==> config.mk <==
export PLATFORM = sky130hd
export DESIGN_NAME = min_square_count_classifier_unit
export DESIGN_NICKNAME = d
export VERILOG_FILES = /design/src/hw/rtl/mscc_pkg.sv /design/src/hw/rtl/mscc_unit.sv /design/src/hw/rtl/mscc_engine.sv /design/src/hw/rtl/min_square_count_classifier_unit.sv
export SDC_FILE = /design/constraint.sdc
export NUM_CORES = 1
export LEC_CHECK = 0
export BUFFER_PORTS_ARGS = -buffer_cell sky130_fd_sc_hd__buf_4
export CAP_MARGIN = 20
export CORE_MARGIN = 2
export CORE_UTILIZATION = 45
export DETAILED_ROUTE_END_ITERATION = 10
export GPL_TIMING_DRIVEN = 0
export PLACE_DENSITY = 0.66
export SLEW_MARGIN = 20
export SYNTH_ARGS = -nofsm -noshare
export SYNTH_HDL_FRONTEND = slang
export SYNTH_SLANG_ARGS = --single-unit
==> constraint.sdc <==
create_clock -name aclk -period 6.75 [get_ports aclk]
set_input_delay 0.675 -clock aclk [delete_from_list [all_inputs] [get_ports aclk]]
set_output_delay 0.675 -clock aclk [all_outputs]
set_load 0.02 [all_outputs]
==> src/hw/rtl/mscc_pkg.sv <==
// Package of shared types, widths and codes for the minimum square count classifier.
package mscc_pkg;

    // Widths of the item fields.
    localparam int VALUE_W  = 17;
    localparam int BIN_W    = 3;
    localparam int STATUS_W = 2;
    localparam int MODE_W   = 2;

    // Magnitudes above 2^MAG_BITS - 1 are out of range.
    localparam int MAG_BITS = 16;
    // The integer square root of an in-range magnitude fits in half its bits.
    localparam int ROOT_BITS = (MAG_BITS + 1) / 2;
    localparam int K_W       = (ROOT_BITS > 1) ? $clog2(ROOT_BITS) : 1;
    // Running sums of two squares need two guard bits above the magnitude.
    localparam int SUM_W     = 2 * ROOT_BITS + 2;

    localparam logic [VALUE_W-1:0] MAG_LIMIT = VALUE_W'((64'd1 << MAG_BITS) - 64'd1);

    // Result status codes.
    localparam logic [STATUS_W-1:0] STATUS_OK      = 2'd0;
    localparam logic [STATUS_W-1:0] STATUS_DROPPED = 2'd1;
    localparam logic [STATUS_W-1:0] STATUS_ERROR   = 2'd2;

    // Handling of negative words.
    localparam logic [MODE_W-1:0] MODE_IGNORE_SIGN = 2'd0;
    localparam logic [MODE_W-1:0] MODE_DROP        = 2'd1;
    localparam logic [MODE_W-1:0] MODE_AS_ZERO     = 2'd2;
    localparam logic [MODE_W-1:0] MODE_REPORT      = 2'd3;

    // Bin values.
    localparam logic [BIN_W-1:0] BIN_ZERO  = 3'd0;
    localparam logic [BIN_W-1:0] BIN_ONE   = 3'd1;
    localparam logic [BIN_W-1:0] BIN_TWO   = 3'd2;
    localparam logic [BIN_W-1:0] BIN_THREE = 3'd3;
    localparam logic [BIN_W-1:0] BIN_FOUR  = 3'd4;

    // Top level control states.
    typedef enum logic [1:0] {
        TS_IDLE,
        TS_RUN,
        TS_HOLD
    } top_state_t;

    // Sequencer states of the classification engine.
    typedef enum logic [2:0] {
        ES_IDLE,
        ES_ROOT,
        ES_SQCHK,
        ES_PAIR,
        ES_LEG,
        ES_DONE
    } eng_state_t;

    // Compare flags from the shared adder.
    typedef struct packed {
        logic lt;
        logic eq;
    } cmp_flags_t;

    // Response of the engine to the top level.
    typedef struct packed {
        logic             busy;
        logic             done;
        logic [BIN_W-1:0] bin;
    } eng_resp_t;

endpackage

==> src/hw/rtl/mscc_unit.sv <==
// Shared adder with a compare of the sum against the magnitude under test.
module mscc_unit (
    input  logic [mscc_pkg::SUM_W-1:0]    opa,
    input  logic [mscc_pkg::SUM_W-1:0]    opb,
    input  logic [mscc_pkg::MAG_BITS-1:0] n,
    output logic [mscc_pkg::SUM_W-1:0]    sum,
    output mscc_pkg::cmp_flags_t          flags
);

    logic [mscc_pkg::SUM_W-1:0] n_ext;

    // One add, then an unsigned compare of the result with the magnitude.
    always_comb begin
        n_ext    = mscc_pkg::SUM_W'(n);
        sum      = opa + opb;
        flags.lt = (sum < n_ext);
        flags.eq = (sum == n_ext);
    end

endmodule

==> src/hw/rtl/mscc_engine.sv <==
// Sequencer that finds the least square count of a magnitude with the shared adder.
module mscc_engine (
    input  logic                          aclk,
    input  logic                          aresetn,
    input  logic                          start,
    input  logic [mscc_pkg::MAG_BITS-1:0] n,
    output mscc_pkg::eng_resp_t           resp
);

    mscc_pkg::eng_state_t state_reg, state_next;

    logic [mscc_pkg::MAG_BITS-1:0]  n_reg, n_next;
    logic [mscc_pkg::SUM_W-1:0]     s_reg, s_next;
    logic [mscc_pkg::ROOT_BITS-1:0] root_reg, root_next;
    logic [mscc_pkg::ROOT_BITS-1:0] a_reg, a_next;
    logic [mscc_pkg::K_W-1:0]       k_reg, k_next;
    logic [mscc_pkg::MAG_BITS-1:0]  m_reg, m_next;
    logic [mscc_pkg::BIN_W-1:0]     bin_reg, bin_next;
    mscc_pkg::cmp_flags_t           flags_reg, flags_next;

    logic [mscc_pkg::SUM_W-1:0] opa, opb, sum;
    logic [mscc_pkg::SUM_W-1:0] trial_add, step_add;
    mscc_pkg::cmp_flags_t       flags;

    mscc_unit u_unit (
        .opa   (opa),
        .opb   (opb),
        .n     (n_reg),
        .sum   (sum),
        .flags (flags)
    );

    // Next state of the sequencer.
    always_comb begin
        state_next = state_reg;
        unique case (state_reg)
            mscc_pkg::ES_IDLE: begin
                if (start) begin
                    state_next = (n == '0) ? mscc_pkg::ES_DONE : mscc_pkg::ES_ROOT;
                end
            end
            mscc_pkg::ES_ROOT: begin
                if (k_reg == '0) begin
                    state_next = mscc_pkg::ES_SQCHK;
                end
            end
            mscc_pkg::ES_SQCHK: begin
                state_next = flags.eq ? mscc_pkg::ES_DONE : mscc_pkg::ES_PAIR;
            end
            mscc_pkg::ES_PAIR: begin
                if (flags_reg.eq) begin
                    state_next = mscc_pkg::ES_DONE;
                end else if (a_reg == root_reg) begin
                    state_next = mscc_pkg::ES_LEG;
                end
            end
            mscc_pkg::ES_LEG: begin
                if (m_reg[1:0] != 2'b00) begin
                    state_next = mscc_pkg::ES_DONE;
                end
            end
            mscc_pkg::ES_DONE: begin
                state_next = mscc_pkg::ES_IDLE;
            end
            default: begin
                state_next = mscc_pkg::ES_IDLE;
            end
        endcase
    end

    // Operand selection for the shared adder, and the response to the top level.
    always_comb begin
        // (root + bit)^2 = root^2 + root * 2^(k+1) + 2^(2k); the two added terms share no bits.
        trial_add = (mscc_pkg::SUM_W'(root_reg) << (k_reg + 1'b1))
                  | (mscc_pkg::SUM_W'(1) << {k_reg, 1'b0});
        // Step the pair sum: a up adds 2a+1, b down subtracts 2b-1.
        step_add  = flags_reg.lt ? mscc_pkg::SUM_W'({a_reg, 1'b1})
                                 : (mscc_pkg::SUM_W'(1) - (mscc_pkg::SUM_W'(root_reg) << 1));
        opa = s_reg;
        opb = '0;
        unique case (state_reg)
            mscc_pkg::ES_ROOT: opb = trial_add;
            mscc_pkg::ES_PAIR: opb = step_add;
            default:           opb = '0;
        endcase
        resp.busy = (state_reg != mscc_pkg::ES_IDLE);
        resp.done = (state_reg == mscc_pkg::ES_DONE);
        resp.bin  = bin_reg;
    end

    // Datapath updates. In the pair search root_reg serves as the upper index b.
    always_comb begin
        n_next     = n_reg;
        s_next     = s_reg;
        root_next  = root_reg;
        a_next     = a_reg;
        k_next     = k_reg;
        m_next     = m_reg;
        bin_next   = bin_reg;
        flags_next = flags_reg;
        unique case (state_reg)
            mscc_pkg::ES_IDLE: begin
                if (start) begin
                    n_next    = n;
                    s_next    = '0;
                    root_next = '0;
                    k_next    = mscc_pkg::K_W'(mscc_pkg::ROOT_BITS - 1);
                    bin_next  = mscc_pkg::BIN_ZERO;
                end
            end
            mscc_pkg::ES_ROOT: begin
                // Keep the trial bit when its square does not pass the magnitude.
                if (flags.lt || flags.eq) begin
                    s_next    = sum;
                    root_next = root_reg | (mscc_pkg::ROOT_BITS'(1) << k_reg);
                end
                k_next = k_reg - 1'b1;
            end
            mscc_pkg::ES_SQCHK: begin
                // Perfect square test, then start the pair search at (0, root).
                if (flags.eq) begin
                    bin_next = mscc_pkg::BIN_ONE;
                end
                a_next     = '0;
                flags_next = flags;
            end
            mscc_pkg::ES_PAIR: begin
                if (flags_reg.eq) begin
                    bin_next = mscc_pkg::BIN_TWO;
                end else if (a_reg == root_reg) begin
                    m_next = n_reg;
                end else begin
                    if (flags_reg.lt) begin
                        a_next = a_reg + 1'b1;
                    end else begin
                        root_next = root_reg - 1'b1;
                    end
                    s_next     = sum;
                    flags_next = flags;
                end
            end
            mscc_pkg::ES_LEG: begin
                // Strip factors of four, then test for the form 8b + 7.
                if (m_reg[1:0] == 2'b00) begin
                    m_next = m_reg >> 2;
                end else begin
                    bin_next = (m_reg[2:0] == 3'b111) ? mscc_pkg::BIN_FOUR
                                                      : mscc_pkg::BIN_THREE;
                end
            end
            default: begin
                bin_next = bin_reg;
            end
        endcase
    end

    // State and datapath registers.
    always_ff @(posedge aclk) begin
        if (!aresetn) begin
            state_reg <= mscc_pkg::ES_IDLE;
        end else begin
            state_reg <= state_next;
        end
        n_reg     <= n_next;
        s_reg     <= s_next;
        root_reg  <= root_next;
        a_reg     <= a_next;
        k_reg     <= k_next;
        m_reg     <= m_next;
        bin_reg   <= bin_next;
        flags_reg <= flags_next;
    end

endmodule

==> src/hw/rtl/min_square_count_classifier_unit.sv <==
// Top level of the minimum square count classifier with its handshakes and mode register.
//
// Each word carries a signed 17-bit value and gives one result: the least number of
// perfect squares that sum to its magnitude (bin 0 to 4), the value echoed, and a status.
// The block works on one word at a time; s_ready is low from acceptance until the result
// has moved into the output register, which may still be waiting for m_ready. Words that
// need no search (zero, out of range, or negative outside ignore-sign mode) go straight to
// the hold state. Otherwise the engine, built around the shared adder, runs the square
// root, the perfect square test, the two-square pair search and the Legendre test in
// turn, stopping once the bin is known, and then returns the bin.
// The negative mode register is written through the cfg channel, which is always ready.
module min_square_count_classifier_unit (
    input  logic                                  aclk,
    input  logic                                  aresetn,
    input  logic                                  cfg_valid,
    output logic                                  cfg_ready,
    input  logic [mscc_pkg::MODE_W-1:0]           cfg_data,
    input  logic                                  s_valid,
    output logic                                  s_ready,
    input  logic signed [mscc_pkg::VALUE_W-1:0]   s_value,
    output logic                                  m_valid,
    input  logic                                  m_ready,
    output logic [mscc_pkg::BIN_W-1:0]            m_bin,
    output logic signed [mscc_pkg::VALUE_W-1:0]   m_value_out,
    output logic [mscc_pkg::STATUS_W-1:0]         m_status
);

    mscc_pkg::top_state_t state_reg, state_next;

    logic [mscc_pkg::MODE_W-1:0]          mode_reg;
    logic [mscc_pkg::VALUE_W-1:0]         value_reg, value_next;
    logic [mscc_pkg::BIN_W-1:0]           res_bin_reg, res_bin_next;
    logic [mscc_pkg::STATUS_W-1:0]        res_status_reg, res_status_next;
    logic                                 m_valid_reg, m_valid_next;
    logic [mscc_pkg::BIN_W-1:0]           m_bin_reg, m_bin_next;
    logic [mscc_pkg::VALUE_W-1:0]         m_value_reg, m_value_next;
    logic [mscc_pkg::STATUS_W-1:0]        m_status_reg, m_status_next;

    logic                                 accept;
    logic                                 negative;
    logic [mscc_pkg::VALUE_W-1:0]         mag;
    logic                                 need_run;
    logic                                 out_free;
    logic                                 start;
    logic [mscc_pkg::BIN_W-1:0]           imm_bin;
    logic [mscc_pkg::STATUS_W-1:0]        imm_status;
    mscc_pkg::eng_resp_t                  resp;

    mscc_engine u_engine (
        .aclk    (aclk),
        .aresetn (aresetn),
        .start   (start),
        .n       (mag[mscc_pkg::MAG_BITS-1:0]),
        .resp    (resp)
    );

    // Sign handling and the immediate result for words that need no search.
    always_comb begin
        accept     = s_valid && s_ready;
        negative   = s_value[mscc_pkg::VALUE_W-1];
        mag        = negative ? (~s_value + 1'b1) : s_value;
        need_run   = 1'b0;
        imm_bin    = mscc_pkg::BIN_ZERO;
        imm_status = mscc_pkg::STATUS_OK;
        if (negative && (mode_reg == mscc_pkg::MODE_DROP)) begin
            imm_status = mscc_pkg::STATUS_DROPPED;
        end else if (negative && (mode_reg == mscc_pkg::MODE_REPORT)) begin
            imm_status = mscc_pkg::STATUS_ERROR;
        end else if (negative && (mode_reg == mscc_pkg::MODE_AS_ZERO)) begin
            imm_status = mscc_pkg::STATUS_OK;
        end else if (mag > mscc_pkg::MAG_LIMIT) begin
            imm_status = mscc_pkg::STATUS_ERROR;
        end else if (mag != '0) begin
            need_run = 1'b1;
        end
        start = accept && need_run;
    end

    // Next state of the control.
    always_comb begin
        state_next = state_reg;
        unique case (state_reg)
            mscc_pkg::TS_IDLE: begin
                if (accept) begin
                    state_next = need_run ? mscc_pkg::TS_RUN : mscc_pkg::TS_HOLD;
                end
            end
            mscc_pkg::TS_RUN: begin
                if (resp.done) begin
                    state_next = mscc_pkg::TS_HOLD;
                end
            end
            mscc_pkg::TS_HOLD: begin
                if (out_free) begin
                    state_next = mscc_pkg::TS_IDLE;
                end
            end
            default: begin
                state_next = mscc_pkg::TS_IDLE;
            end
        endcase
    end

    // Handshake outputs, pending result and the output register.
    always_comb begin
        cfg_ready       = 1'b1;
        s_ready         = (state_reg == mscc_pkg::TS_IDLE);
        out_free        = !m_valid_reg || m_ready;
        value_next      = value_reg;
        res_bin_next    = res_bin_reg;
        res_status_next = res_status_reg;
        m_valid_next    = m_valid_reg && !m_ready;
        m_bin_next      = m_bin_reg;
        m_value_next    = m_value_reg;
        m_status_next   = m_status_reg;
        unique case (state_reg)
            mscc_pkg::TS_IDLE: begin
                if (accept) begin
                    value_next      = s_value;
                    res_bin_next    = imm_bin;
                    res_status_next = imm_status;
                end
            end
            mscc_pkg::TS_RUN: begin
                if (resp.done) begin
                    res_bin_next    = resp.bin;
                    res_status_next = mscc_pkg::STATUS_OK;
                end
            end
            mscc_pkg::TS_HOLD: begin
                if (out_free) begin
                    m_valid_next  = 1'b1;
                    m_bin_next    = res_bin_reg;
                    m_value_next  = value_reg;
                    m_status_next = res_status_reg;
                end
            end
            default: begin
                m_valid_next = m_valid_reg && !m_ready;
            end
        endcase
        m_valid     = m_valid_reg;
        m_bin       = m_bin_reg;
        m_value_out = m_value_reg;
        m_status    = m_status_reg;
    end

    // Control and payload registers.
    always_ff @(posedge aclk) begin
        if (!aresetn) begin
            state_reg   <= mscc_pkg::TS_IDLE;
            mode_reg    <= mscc_pkg::MODE_IGNORE_SIGN;
            m_valid_reg <= 1'b0;
        end else begin
            state_reg   <= state_next;
            m_valid_reg <= m_valid_next;
            if (cfg_valid && cfg_ready) begin
                mode_reg <= cfg_data;
            end
        end
        value_reg      <= value_next;
        res_bin_reg    <= res_bin_next;
        res_status_reg <= res_status_next;
        m_bin_reg      <= m_bin_next;
        m_value_reg    <= m_value_next;
        m_status_reg   <= m_status_next;
    end

    // The engine reports completion only while the control waits for it.
    assert property (@(posedge aclk) disable iff (!aresetn)
        resp.done |-> (state_reg == mscc_pkg::TS_RUN))
        else $error("engine finished outside a run");

    // A new search starts only when the engine is free.
    assert property (@(posedge aclk) disable iff (!aresetn)
        start |-> !resp.busy)
        else $error("engine started while busy");

    // A searched magnitude is nonzero, so its bin is between one and four.
    assert property (@(posedge aclk) disable iff (!aresetn)
        resp.done |-> (resp.bin != mscc_pkg::BIN_ZERO) && (resp.bin <= mscc_pkg::BIN_FOUR))
        else $error("engine bin out of range");

    // Dropped and errored words always carry bin zero.
    assert property (@(posedge aclk) disable iff (!aresetn)
        (m_valid_reg && (m_status_reg != mscc_pkg::STATUS_OK)) |->
            (m_bin_reg == mscc_pkg::BIN_ZERO))
        else $error("nonzero bin on a dropped or error word");

endmodule

==> results of run 1 <==
## per-stage QoR
| stage | utilization | power, W | instance area, um^2 |
|---|---|---|---|
| finish | 0.537 | 0.00402 | 8810 |
| global route | 0.537 | 0.00428 | 8810 |
| floorplan | - | 0.00254 | 7470 |
| CTS | 0.533 | 0.00396 | 8740 |
| global placement | 0.494 | 0.00297 | 8100 |
| detailed placement | 0.497 | 0.00303 | 8150 |
## logic make-up after synthesis
| kind of cell | count (synthesis) | synth area share |
|---|---|---|
| compound gates | 163 | 0.141 |
| fa+ha+maj | 44 | 0.0747 |
| other cells | 1 | 0.000502 |
| simple gates | 241 | 0.163 |
| flops | 126 | 0.496 |
| mux | 16 | 0.0228 |
| buf+inv | 74 | 0.0404 |
| xor+xnor | 53 | 0.0621 |
## layout by cell type (no fill, tap or decap), types with 11 or more instances in the layout
cell,netlist,layout
sky130_fd_sc_hd__edfxtp_1,118,118
sky130_fd_sc_hd__nand2_1,62,62
sky130_fd_sc_hd__nor2_1,59,59
sky130_fd_sc_hd__buf_4,1,54
sky130_fd_sc_hd__a21oi_1,44,44
sky130_fd_sc_hd__ha_1,43,42
sky130_fd_sc_hd__o21ai_0,42,40
sky130_fd_sc_hd__inv_1,34,34
sky130_fd_sc_hd__xnor2_1,27,27
sky130_fd_sc_hd__clkbuf_1,30,27
sky130_fd_sc_hd__xor2_1,26,26
sky130_fd_sc_hd__nor2b_1,23,22
sky130_fd_sc_hd__nor3_1,20,20
sky130_fd_sc_hd__clkbuf_16,0,17
sky130_fd_sc_hd__nand3_1,16,16
sky130_fd_sc_hd__nand2b_1,11,11
## synthesized netlist by cell type (3+ instances only)
| cell type | instances | share of area |
|---|---|---|
| sky130_fd_sc_hd__a211oi_1 | 9 | 0.0090 |
| sky130_fd_sc_hd__a21o_1 | 7 | 0.0070 |
| sky130_fd_sc_hd__a21oi_1 | 44 | 0.029 |
| sky130_fd_sc_hd__a31oi_1 | 3 | 0.0025 |
| sky130_fd_sc_hd__and2_1 | 5 | 0.0042 |
| sky130_fd_sc_hd__and3_1 | 5 | 0.0042 |
| sky130_fd_sc_hd__buf_2 | 4 | 0.0027 |
| sky130_fd_sc_hd__clkbuf_1 | 30 | 0.015 |
| sky130_fd_sc_hd__dfxtp_1 | 8 | 0.021 |
| sky130_fd_sc_hd__edfxtp_1 | 118 | 0.47 |
| sky130_fd_sc_hd__ha_1 | 43 | 0.072 |
| sky130_fd_sc_hd__inv_1 | 34 | 0.017 |
| sky130_fd_sc_hd__mux2_2 | 8 | 0.012 |
| sky130_fd_sc_hd__mux2i_1 | 8 | 0.011 |
| sky130_fd_sc_hd__nand2_1 | 62 | 0.031 |
| sky130_fd_sc_hd__nand2b_1 | 11 | 0.0092 |
| sky130_fd_sc_hd__nand3_1 | 16 | 0.011 |
| sky130_fd_sc_hd__nand4_1 | 6 | 0.0050 |
| sky130_fd_sc_hd__nor2_1 | 59 | 0.030 |
| sky130_fd_sc_hd__nor2b_1 | 23 | 0.019 |
| sky130_fd_sc_hd__nor3_1 | 20 | 0.013 |
| sky130_fd_sc_hd__nor3b_1 | 8 | 0.0080 |
| sky130_fd_sc_hd__nor4_1 | 6 | 0.0050 |
| sky130_fd_sc_hd__o211ai_1 | 5 | 0.0050 |
| sky130_fd_sc_hd__o21a_1 | 8 | 0.0080 |
| sky130_fd_sc_hd__o21ai_0 | 42 | 0.028 |
| sky130_fd_sc_hd__o22ai_1 | 5 | 0.0042 |
| sky130_fd_sc_hd__o31a_1 | 3 | 0.0035 |
| sky130_fd_sc_hd__o31ai_1 | 7 | 0.0070 |
| sky130_fd_sc_hd__o32ai_1 | 3 | 0.0035 |
| sky130_fd_sc_hd__o41ai_1 | 4 | 0.0047 |
| sky130_fd_sc_hd__or2_2 | 3 | 0.0025 |
| sky130_fd_sc_hd__or3_1 | 7 | 0.0059 |
| sky130_fd_sc_hd__or4_1 | 3 | 0.0030 |
| sky130_fd_sc_hd__xnor2_1 | 27 | 0.032 |
| sky130_fd_sc_hd__xor2_1 | 26 | 0.030 |
## metal layers
layer,wire length (um),global-route usage,vias up,part of all wire
met2,8690,0.338,150,0.48
met1,8180,0.276,2740,0.45
li1,-,-,2781,-
met5,0,0,-,0
met3,811,0.0360,32,0.045
met4,374,0.0812,0,0.021
## cell type report
class,instances,area [um^2],area share
clock inverter,14,143,0.0162
multi-input combinational,518,3530,0.400
inverter,35,133,0.0151
timing repair buffer,57,430,0.0489
buffer,37,168,0.0190
tap,220,275,0.0312
sequential,126,3700,0.420
clock buffer,18,429,0.0487
## worst max-delay path, cell delays in order, from the launching register on
cell and delay, ns:
sky130_fd_sc_hd__edfxtp_1 0.41, sky130_fd_sc_hd__clkinv_2 0.18, sky130_fd_sc_hd__ha_2 0.45, sky130_fd_sc_hd__clkbuf_4 0.25, sky130_fd_sc_hd__mux2i_1 0.25, sky130_fd_sc_hd__a21oi_1 0.13
sky130_fd_sc_hd__a221oi_1 0.37, sky130_fd_sc_hd__o22ai_1 0.21, sky130_fd_sc_hd__ha_1 0.40, sky130_fd_sc_hd__a21oi_1 0.15, sky130_fd_sc_hd__o21ai_0 0.12, sky130_fd_sc_hd__a31o_2 0.26
sky130_fd_sc_hd__a21o_1 0.18, sky130_fd_sc_hd__a21oi_1 0.18, sky130_fd_sc_hd__xnor2_1 0.14, sky130_fd_sc_hd__ha_1 0.32, sky130_fd_sc_hd__nand4_1 0.11, sky130_fd_sc_hd__or2_2 0.34
sky130_fd_sc_hd__or3_1 0.43, sky130_fd_sc_hd__and2_1 0.18, sky130_fd_sc_hd__a221o_1 0.40, sky130_fd_sc_hd__a221oi_4 0.36, sky130_fd_sc_hd__buf_2 0.24
## power groups by stage
stage / combinational [W] / sequential, W / clock [W]
final: 0.00194 / 0.00119 / 0.000895
after global routing: 0.00214 / 0.00120 / 0.000938
after global placement: 0.00177 / 0.00120 / 0
after CTS: 0.00186 / 0.00119 / 0.000907
after detailed placement: 0.00183 / 0.00120 / 0
after floorplan: 0.00136 / 0.00118 / 0
## worst min path at each step
| stage | startpoint | endpoint | slack, ns | cells after the start |
|---|---|---|---|---|
| after floorplan | res_bin_reg[0] | m_bin[0] | 0.40 | 0 |
| after global placement | value_reg[10] | m_value_out[10] | 0.40 | 0 |
| after detailed placement | value_reg[16] | m_value_out[16] | 0.41 | 0 |
| after CTS | res_bin_reg[2] | m_bin[2] | 0.42 | 0 |
| after global routing | value_reg[3] | m_value_out[3] | 0.42 | 0 |
| final | res_bin_reg[0] | m_bin[0] | 0.42 | 0 |
## repair_timing
item,CTS,global route
pin swaps,0,1
buffers inserted,0,6
gates resized for setup,6,6
hold buffers,0,0
hold endpoints to repair,0,0
setup endpoints to repair,29,29
==> load_flow_metrics.sql, run 1 <==
INSERT INTO impl_metrics (metric_group, metric, value, unit) VALUES
('outcome', 'run_status', 'finished, final reports clean', ''),
('synthesis', 'syn-num-nets', '786', ''),
('timing', 'hold_violations', '0', ''),
('timing', 'min_period_over_period', '0.944', ''),
('pwr', 'p_int', '0.00240', 'W'),
('detailed_routing', 'vias_per_cell', '5.56', ''),
('setup_path', 'r2r-end', 'u_engine.root_reg[7]', ''),
('setup_path', 'crit_end', 'u_engine.root_reg[7]', ''),
('pwr', 'ir_worst_vdd', '0.000244', 'V'),
('placed_design', 'pre_cts_slack', '-0.560', 'ns'),
('setup_path', 'regToRegStartpoint', 'u_engine.k_reg[0]', ''),
('timing', 'worst_clock_skew', '0.00705', 'ns'),
('clocking', 'clockRootBuffer', 'sky130_fd_sc_hd__clkbuf_16', ''),
('detailed_routing', 'route.vias.total', '5703', ''),
('synthesis', 'synth.yosys.seq_area_share', '0.496', ''),
('timing', 'final.min_clock_period', '6.37', 'ns'),
('finish', 'diodes', '0', ''),
('detailed_routing', 'drc', '0', ''),
('detailed_routing', 'routedWlPerCell', '17.6', 'um'),
('run', 'max_cap_violations', '0', ''),
('detailed_routing', 'wirelength', '18000', 'um'),
('placed_design', 'dp.cells', '988', ''),
('timing', 'maxSlewViolCount', '0', ''),
('finish', 'fin_nets', '860', ''),
('grt', 'grt_overflow', '0', ''),
('synthesis', 'synth-main-ff-cell', 'sky130_fd_sc_hd__edfxtp_1', ''),
('die', 'fp.dieW', '133', 'um'),
('synthesis', 'postSynthAreaPerCell', '10.4', 'um^2'),
('synthesis', 'synth_enable_flop_cells', '118', ''),
('finish', 'layout.filler_cells', '1398', ''),
('die', 'fp.coreArea', '0.0164', 'mm^2'),
('placed_design', 'buffer_ports.inserted', '47', ''),
('setup_path', 'start_kind', 'flip-flop', ''),
('pwr', 'power.share.clock', '0.223', ''),
('die', 'starting_utilization_of_the_core_area', '0.455', ''),
('synthesis', 'postSynthCellCount', '718', ''),
('die', 'die-area', '0.0177', 'mm^2'),
('pwr', 'sequentialPowerShare', '0.295', ''),
('timing', 'achievable-frequency', '0.157', 'GHz'),
('timing', 'timing.final.ws_setup', '0.376', 'ns'),
('timing', 'report.final.setup_viol', '0', ''),
('setup_path', 'arrival_time_at_the_worst_endpoint', '6.50', 'ns'),
('timing', 'final.setup.tns', '0', 'ns'),
('detailed_routing', 'ant_nets', '0', ''),
('synthesis', 'ys_ff_latch', '126', ''),
('placed_design', 'place_congestion', '0.929', ''),
('timing', 'slew-limit-headroom', '0.460', ''),
('synthesis', 'post_synth_num_cell_types', '67', ''),
('placed_design', 'post-dp-hpwl', '13500', 'um'),
('setup_path', 'worst-path-max-fanout', '10', ''),
('setup_path', 'cp_data_required_time', '6.87', 'ns'),
('timing', 'grt_setup_unrepaired', 'no', ''),
('die', 'ioPinCount', '49', ''),
('grt', 'pin_count_of_the_biggest_net_entering_global_routing', '21', ''),
('grt', 'via_count_of_the_first_global_routing_pass', '5667', ''),
('finish', 'largest_register_ffs', '18', ''),
('clocking', 'clk_transition_reported_paths', '0.06', 'ns'),
('setup_path', 'kind_of_capture_point_of_the_worst_setup_path', 'flip-flop', ''),
('synthesis', 'ys_warn_count', '0', ''),
('setup_path', 'critPathKind', 'reg2reg', ''),
('synthesis', 'async_reset_ff_frac', '0', ''),
('timing', 'slew_of_the_pin_with_the_lowest_slew_margin', '0.811', 'ns'),
('setup_path', 'setup.worst_path.start', 'u_engine.k_reg[0]', ''),
('die', 'count_of_standard_cell_rows', '47', ''),
('grt', 'grt_pass1_wl', '28800', 'um'),
('grt', 'groute.usage.overall', '0.207', ''),
('pwr', 'power.share.switching', '0.402', ''),
('clocking', 'ctsLongestPathBuffers', '2', ''),
('finish', 'final_layout_size_suffix_gt1_frac', '0.153', ''),
('synthesis', 'netlist_area', '0.00747', 'mm^2'),
('clocking', 'clk_latency', '0.42', 'ns');
No activity file was read; power rests on OpenSTA's default activity.
==> run 2, diff against run 1 <==
- ABC_AREA: unset -> 1
==> load_flow_metrics.sql, run 2 <==
INSERT INTO impl_metrics (metric_group, metric, value, unit) VALUES
('setup_path', 'reg2reg_setup_slack', '0.65', 'ns'),
('detailed_routing', 'drt_first_iter_violations', '569', ''),
('finish', 'multi_input_gate_area', '0.00319', 'mm^2'),
('finish', 'final-seq-area', '0.00370', 'mm^2'),
('setup_path', 'crit_path_max_incr_delay', '0.39', 'ns'),
('timing', 'report.final.setup_viol', '0', ''),
('placed_design', 'post-dp-hpwl', '13000', 'um'),
('setup_path', 'critical-path-top-delay-family', 'buffers and inverters', ''),
('timing', 'achievable-frequency', '0.164', 'GHz'),
('worst_hold_path', 'hold_path.class', 'reg2reg', ''),
('setup_path', 'setup.worst_path.start', 'u_engine.k_reg[0]', ''),
('finish', 'post-route-util', '0.543', ''),
('detailed_routing', 'drc', '0', ''),
('detailed_routing', 'wirelength', '17100', 'um'),
('timing', 'final.min_clock_period', '6.10', 'ns'),
('synthesis', 'async_reset_ff_frac', '0', ''),
('detailed_routing', 'detail_route.first_pass.iterations', '7', ''),
('setup_path', 'r2r-end', 'u_engine.opa[7]', ''),
('setup_path', 'cp_data_required_time', '6.87', 'ns'),
('clocking', 'cts_tree', 'done', ''),
('clocking', 'clk_transition_reported_paths', '0.06', 'ns'),
('synthesis', 'synth_top_area_frac', '0.478', ''),
('setup_path', 'cpMaxStageDelayCell', 'sky130_fd_sc_hd__edfxtp_1', ''),
('clocking', 'clk_latency', '0.42', 'ns'),
('finish', 'area_delta_synth_final', '17.3', '%'),
('setup_path', 'crit_end', 'u_engine.opa[7]', ''),
('finish', 'most-common-layout-cells', 'sky130_fd_sc_hd__nand2_1 (181), sky130_fd_sc_hd__inv_1 (120), sky130_fd_sc_hd__edfxtp_1 (118), sky130_fd_sc_hd__nor2_1 (102), sky130_fd_sc_hd__o21ai_0 (63)', ''),
('setup_path', 'worst_path_most_repeated_cell', 'sky130_fd_sc_hd__nand2_1', ''),
('setup_path', 'worst-path-max-fanout', '18', ''),
('die', 'starting_utilization_of_the_core_area', '0.463', ''),
('timing', 'final.setup.tns', '0', 'ns'),
('grt', 'grt_overflow', '0', ''),
('clocking', 'cts_hold_buf', '0', ''),
('die', 'die-area', '0.0175', 'mm^2'),
('die', 'count_of_standard_cell_rows', '46', ''),
('die', 'ioPinCount', '49', ''),
('finish', 'stdcell_area', '0.00869', 'mm^2'),
('synthesis', 'synth.top_cells.by_area', 'sky130_fd_sc_hd__edfxtp_1 (48%), sky130_fd_sc_hd__nand2_1 (9.2%), sky130_fd_sc_hd__ha_1 (7.3%)', ''),
('outcome', 'run_status', 'finished, final reports clean', ''),
('synthesis', 'synthMostInstantiatedCell', 'sky130_fd_sc_hd__nand2_1', ''),
('die', 'fp.coreArea', '0.0160', 'mm^2'),
('grt', 'grt_pass1_wl', '28200', 'um'),
('placed_design', 'detailed_place.area', '0.00809', 'mm^2'),
('finish', 'fin_nets', '981', ''),
('synthesis', 'synth_largest_area_cell', 'sky130_fd_sc_hd__edfxtp_1', ''),
('setup_path', 'regToRegStartpoint', 'u_engine.k_reg[0]', ''),
('pwr', 'static-leakage-power', '3.83', 'nW'),
('setup_path', 'start_kind', 'flip-flop', ''),
('timing', 'timing.final.ws_setup', '0.645', 'ns'),
('run', 'max_cap_violations', '0', ''),
('pwr', 'power.density', '415', 'mW/mm^2'),
('synthesis', 'yosys-top-cells-count', 'sky130_fd_sc_hd__nand2_1 (181), sky130_fd_sc_hd__inv_1 (121), sky130_fd_sc_hd__edfxtp_1 (118)', ''),
('clocking', 'clockRootBuffer', 'sky130_fd_sc_hd__clkbuf_16', ''),
('grt', 'antenna_violations_before_repair', '0', ''),
('grt', 'groute.usage.overall', '0.204', ''),
('synthesis', 'ys_ff_latch', '126', ''),
('synthesis', 'synth-main-ff-cell', 'sky130_fd_sc_hd__edfxtp_1', ''),
('placed_design', 'pre_cts_slack', '0.112', 'ns'),
('pwr', 'ir_worst_vdd', '0.000271', 'V'),
('synthesis', 'post_synth_num_cell_types', '48', ''),
('synthesis', 'synth_enable_flop_cells', '118', ''),
('detailed_routing', 'vias_per_cell', '5.09', ''),
('finish', 'layout.filler_cells', '1520', ''),
('die', 'die_h', '132', 'um'),
('timing', 'slew_of_the_pin_with_the_lowest_slew_margin', '0.821', 'ns'),
('setup_path', 'critPathBufInv', '9', ''),
('synthesis', 'postSynthCellCount', '843', ''),
('setup_path', 'arrival_time_at_the_worst_endpoint', '6.22', 'ns'),
('timing', 'min_period_over_period', '0.904', ''),
('finish', 'largest_register_ffs', '18', ''),
('detailed_routing', 'ant_nets', '0', ''),
('placed_design', 'place_congestion', '0.906', ''),
('synthesis', 'netlist_area', '0.00741', 'mm^2'),
('timing', 'hold_violations', '0', ''),
('setup_path', 'worstRegToRegCells', '30', ''),
('synthesis', 'ys_warn_count', '0', ''),
('die', 'fp.dieW', '132', 'um'),
('clocking', 'cts.htree.levels', '4', ''),
('finish', 'final_layout_size_suffix_gt1_frac', '0.134', ''),
('setup_path', 'kind_of_capture_point_of_the_worst_setup_path', 'flip-flop', ''),
('synthesis', 'postSynthAreaPerCell', '8.79', 'um^2'),
('setup_path', 'worst-path-stages', '30', ''),
('clocking', 'ctsLongestPathBuffers', '2', ''),
('timing', 'grt_setup_unrepaired', 'no', ''),
('grt', 'pin_count_of_the_biggest_net_entering_global_routing', '19', ''),
('clocking', 'clock_sink_count', '126', ''),
('timing', 'worst_clock_skew', '0.0108', 'ns'),
('finish', 'diodes', '0', ''),
('setup_path', 'critPathKind', 'reg2reg', ''),
('timing', 'maxSlewViolCount', '0', ''),
('detailed_routing', 'route.vias.total', '5810', ''),
('detailed_routing', 'routedWlPerCell', '15.0', 'um'),
('synthesis', 'synth.yosys.seq_area_share', '0.500', ''),
('synthesis', 'syn-num-nets', '911', ''),
('placed_design', 'buffer_ports.inserted', '47', ''),
('timing', 'slew-limit-headroom', '0.452', ''),
('grt', 'via_count_of_the_first_global_routing_pass', '5631', ''),
('finish', 'layout_commonest_cell', 'sky130_fd_sc_hd__nand2_1', ''),
('clocking', 'tritoncts.num_buffers', '17', '');
run 2: cell count changes after synthesis, moves of 21 or more:
cell and change:
sky130_fd_sc_hd__nor2b_1 -23, sky130_fd_sc_hd__nand2_1 +119, sky130_fd_sc_hd__inv_1 +87, sky130_fd_sc_hd__nor2_1 +47, sky130_fd_sc_hd__nand3_1 +21, sky130_fd_sc_hd__o21ai_0 +21
run 2: kinds of logic (layout without fill, tap and decap cells):
kind of cell	count (synthesis)	count (layout)	share of synthesized area
adders and majority gates	44	44	0.0753
AOI/OAI and AO/OA	130	130	0.101
xor gates and xnor gates	29	29	0.0343
buffers and inverters	143	226	0.0748
muxes	2	2	0.00270
DFF	126	126	0.500
and+or+nand+nor	368	368	0.212
other	1	1	0.000506
run 2: stage by stage:
step                      power [W]  hold WS [ns]  std cells
after CTS                   0.00358         0.419       1141
after floorplan             0.00227         0.400        843
after detailed placement    0.00268         0.405       1109
after global routing        0.00387         0.424       1142
final                       0.00361         0.417       1142
after global placement      0.00265         0.400       1106
run 2: layer usage:
metal,global-route usage,part of all wire,up-vias
met5,0,0,-
met1,0.279,0.47,2687
met4,0.0675,0.018,0
li1,-,-,2957
met3,0.0377,0.042,27
met2,0.329,0.47,139
run 2: final cells by class:
cell class	instances	area share
buffer	18	0.00993
sequential	126	0.426
timing repair buffer	51	0.0468
tap	216	0.0311
clock inverter	15	0.0157
multi-input combinational	574	0.367
clock buffer	17	0.0489
inverter	125	0.0544
run 2: how the worst min path moves through the flow:
stage,from,end,slack [ns],depth (start not counted)
after floorplan,res_bin_reg[0],m_bin[0],0.40,0
after global placement,value_reg[7],m_value_out[7],0.40,0
after detailed placement,value_reg[10],m_value_out[10],0.40,0
after CTS,value_reg[3],m_value_out[3],0.42,0
after global routing,value_reg[3],m_value_out[3],0.42,0
final,value_reg[3],m_value_out[3],0.42,0
run 2: power by group:
part | internal [W] | switching [W] | leakage (nW)
combinational | 0.000534 | 0.00102 | 2.38
clock | 0.000511 | 0.000368 | 0.274
sequential | 0.00109 | 0.0000887 | 1.17
run 2: what timing repair did:
action	CTS	global route
setup buffers	0	1
resized for setup	0	6
endpoints found under the setup margin	0	29
==> run 3, diff against run 2 <==
- ABC_CLOCK_PERIOD_IN_PS: unset -> 6750
- GPL_TIMING_DRIVEN: 0 -> unset
- SKIP_LAST_GASP: unset -> 1
==> load_flow_metrics.sql, run 3 (synthesized netlist as in run 2, its figures left out) <==
INSERT INTO impl_metrics (metric_group, metric, value, unit) VALUES
('setup_path', 'reg2reg_setup_slack', '0.57', 'ns'),
('die', 'count_of_standard_cell_rows', '46', ''),
('pwr', 'power.density', '418', 'mW/mm^2'),
('finish', 'layout_commonest_cell', 'sky130_fd_sc_hd__nand2_1', ''),
('placed_design', 'detailed_place.area', '0.00800', 'mm^2'),
('finish', 'stdcell_area', '0.00858', 'mm^2'),
('detailed_routing', 'detail_route.first_pass.iterations', '5', ''),
('grt', 'pin_count_of_the_biggest_net_entering_global_routing', '33', ''),
('pwr', 'ir_worst_vdd', '0.000265', 'V'),
('timing', 'min_period_over_period', '0.916', ''),
('setup_path', 'crit_path_max_incr_delay', '0.69', 'ns'),
('clocking', 'clk_latency', '0.42', 'ns'),
('timing', 'final.min_clock_period', '6.18', 'ns'),
('die', 'fp.coreArea', '0.0160', 'mm^2'),
('clocking', 'clk_transition_reported_paths', '0.06', 'ns'),
('worst_hold_path', 'worst_hold_path.num_cells', '0', ''),
('timing', 'slew_of_the_pin_with_the_lowest_slew_margin', '0.708', 'ns'),
('placed_design', 'place_congestion', '0.940', ''),
('timing', 'hold_violations', '0', ''),
('timing', 'report.final.setup_viol', '0', ''),
('detailed_routing', 'drt_first_iter_violations', '575', ''),
('clocking', 'clockRootBuffer', 'sky130_fd_sc_hd__clkbuf_16', ''),
('detailed_routing', 'routedWlPerCell', '15.4', 'um'),
('finish', 'diodes', '0', ''),
('die', 'fp.dieW', '132', 'um'),
('setup_path', 'worst-path-max-fanout', '20', ''),
('setup_path', 'worstRegToRegCells', '25', ''),
('worst_hold_path', 'hp-start', 'value_reg[8]', ''),
('die', 'die_h', '132', 'um'),
('finish', 'most-common-layout-cells', 'sky130_fd_sc_hd__nand2_1 (181), sky130_fd_sc_hd__inv_1 (121), sky130_fd_sc_hd__edfxtp_1 (118), sky130_fd_sc_hd__nor2_1 (105), sky130_fd_sc_hd__o21ai_0 (63)', ''),
('grt', 'grt_overflow', '0', ''),
('setup_path', 'cpMaxStageDelayCell', 'sky130_fd_sc_hd__edfxtp_1', ''),
('detailed_routing', 'route.vias.total', '5829', ''),
('setup_path', 'worst_path_most_repeated_cell', 'sky130_fd_sc_hd__inv_1', ''),
('finish', 'final_layout_size_suffix_gt1_frac', '0.123', ''),
('outcome', 'run_status', 'finished, final reports clean', ''),
('detailed_routing', 'wirelength', '17300', 'um'),
('timing', 'grt_setup_unrepaired', 'no', ''),
('timing', 'maxSlewViolCount', '0', ''),
('setup_path', 'regToRegStartpoint', 'u_engine.k_reg[0]', ''),
('setup_path', 'cp_data_required_time', '6.79', 'ns'),
('placed_design', 'post-dp-hpwl', '13000', 'um'),
('clocking', 'cts_tree', 'done', ''),
('finish', 'area_delta_synth_final', '15.8', '%'),
('setup_path', 'arrival_time_at_the_worst_endpoint', '6.22', 'ns'),
('timing', 'slew-limit-headroom', '0.527', ''),
('setup_path', 'r2r-end', 'u_engine.opa[9]', ''),
('detailed_routing', 'vias_per_cell', '5.18', ''),
('timing', 'achievable-frequency', '0.162', 'GHz'),
('setup_path', 'kind_of_capture_point_of_the_worst_setup_path', 'flip-flop', ''),
('clocking', 'clock_sink_count', '126', ''),
('worst_hold_path', 'hold_critical_path_endpoint', 'm_value_out[8]', ''),
('clocking', 'cts_hold_buf', '0', ''),
('clocking', 'cts_resized', '0', ''),
('detailed_routing', 'ant_nets', '0', ''),
('clocking', 'tritoncts.num_buffers', '17', ''),
('die', 'ioPinCount', '49', ''),
('worst_hold_path', 'hold_path.class', 'reg2reg', ''),
('grt', 'groute.usage.overall', '0.203', ''),
('grt', 'via_count_of_the_first_global_routing_pass', '5442', ''),
('clocking', 'cts_setup_buffers', '0', ''),
('run', 'max_cap_violations', '0', ''),
('setup_path', 'start_kind', 'flip-flop', ''),
('setup_path', 'critPathKind', 'reg2reg', ''),
('clocking', 'ctsLongestPathBuffers', '2', ''),
('grt', 'antenna_violations_before_repair', '0', ''),
('placed_design', 'buffer_ports.inserted', '47', ''),
('die', 'starting_utilization_of_the_core_area', '0.463', ''),
('die', 'die-area', '0.0175', 'mm^2'),
('timing', 'final.setup.tns', '0', 'ns'),
('pwr', 'static-leakage-power', '3.79', 'nW'),
('finish', 'fin_nets', '965', ''),
('grt', 'grt_pass1_wl', '27800', 'um'),
('finish', 'largest_register_ffs', '18', ''),
('detailed_routing', 'drc', '0', ''),
('clocking', 'cts.htree.levels', '4', ''),
('timing', 'worst_clock_skew', '0.00881', 'ns');
-- run 3: cell types whose count changed in the layout (fill, tap and decap cells not counted), sizes merged --
cell    change
clkinv      -1
inv         -2
bufinv      +1
clkbuf     -11
buf         -3
-- run 3: power breakdown --
part	internal (W)	total (W)	leakage, nW	switching [W]
logic	0.000505	0.00147	2.35	0.000969
registers	0.00110	0.00122	1.17	0.000128
clock network	0.000544	0.000888	0.271	0.000344
total	0.00215	0.00359	3.79	0.00144
-- run 3: routing by layer --
metal  vias to the layer above  share of wire  GRT usage
met5                         -              0          0
met3                        29          0.053     0.0384
met4                         0          0.022     0.0789
met1                      2696           0.45      0.272
li1                       2925              -          -
met2                       179           0.47      0.326
-- run 3: worst max-delay path by stage --
stage	from	end	slack [ns]	depth (start not counted)
final	u_engine.k_reg[0]	u_engine.opa[9]	0.57	25
after global routing	u_engine.k_reg[0]	u_engine.opa[2]	0.12	27
after CTS	u_engine.k_reg[0]	u_engine.opa[11]	0.72	25
after detailed placement	u_engine.k_reg[0]	u_engine.opa[13]	0.76	25
after global placement	u_engine.k_reg[0]	u_engine.opa[14]	1.00	26
after floorplan	u_engine.k_reg[0]	u_engine.opa[0]	1.60	27
-- run 3: final cells by class --
type	instances	area [um^2]
Multi-Input combinational cell	574	3160
Tap cell	216	270
Fill cell	1506	7420
Sequential cell	126	3700
Inverter	125	469
Timing Repair Buffer	53	398
Clock inverter	13	140
Clock buffer	19	433
-- run 3: worst max-delay path: cells and delay by family, from the launching register on --
family                   cells  cell delay [ns]
flip-flops                   1             0.69
AND/OR/NAND/NOR             11             1.61
AO/OA/AOI/OAI                5             0.98
buffers and inverters        5             1.05
adder cells (fa/ha/maj)      3             1.24
XOR/XNOR                     1             0.20
-- run 3: per-stage QoR --
stage / std cells / setup slack (ns) / total power [W] / util / hold WS [ns]
after floorplan: 843 / 1.60 / 0.00227 / - / 0.400
after CTS: 1126 / 0.715 / 0.00359 / 0.536 / 0.418
final: 1126 / 0.567 / 0.00359 / 0.536 / 0.418
after global routing: 1126 / 0.125 / 0.00383 / 0.536 / 0.430
after global placement: 1094 / 1.00 / 0.00266 / 0.500 / 0.400
after detailed placement: 1094 / 0.761 / 0.00268 / 0.500 / 0.405
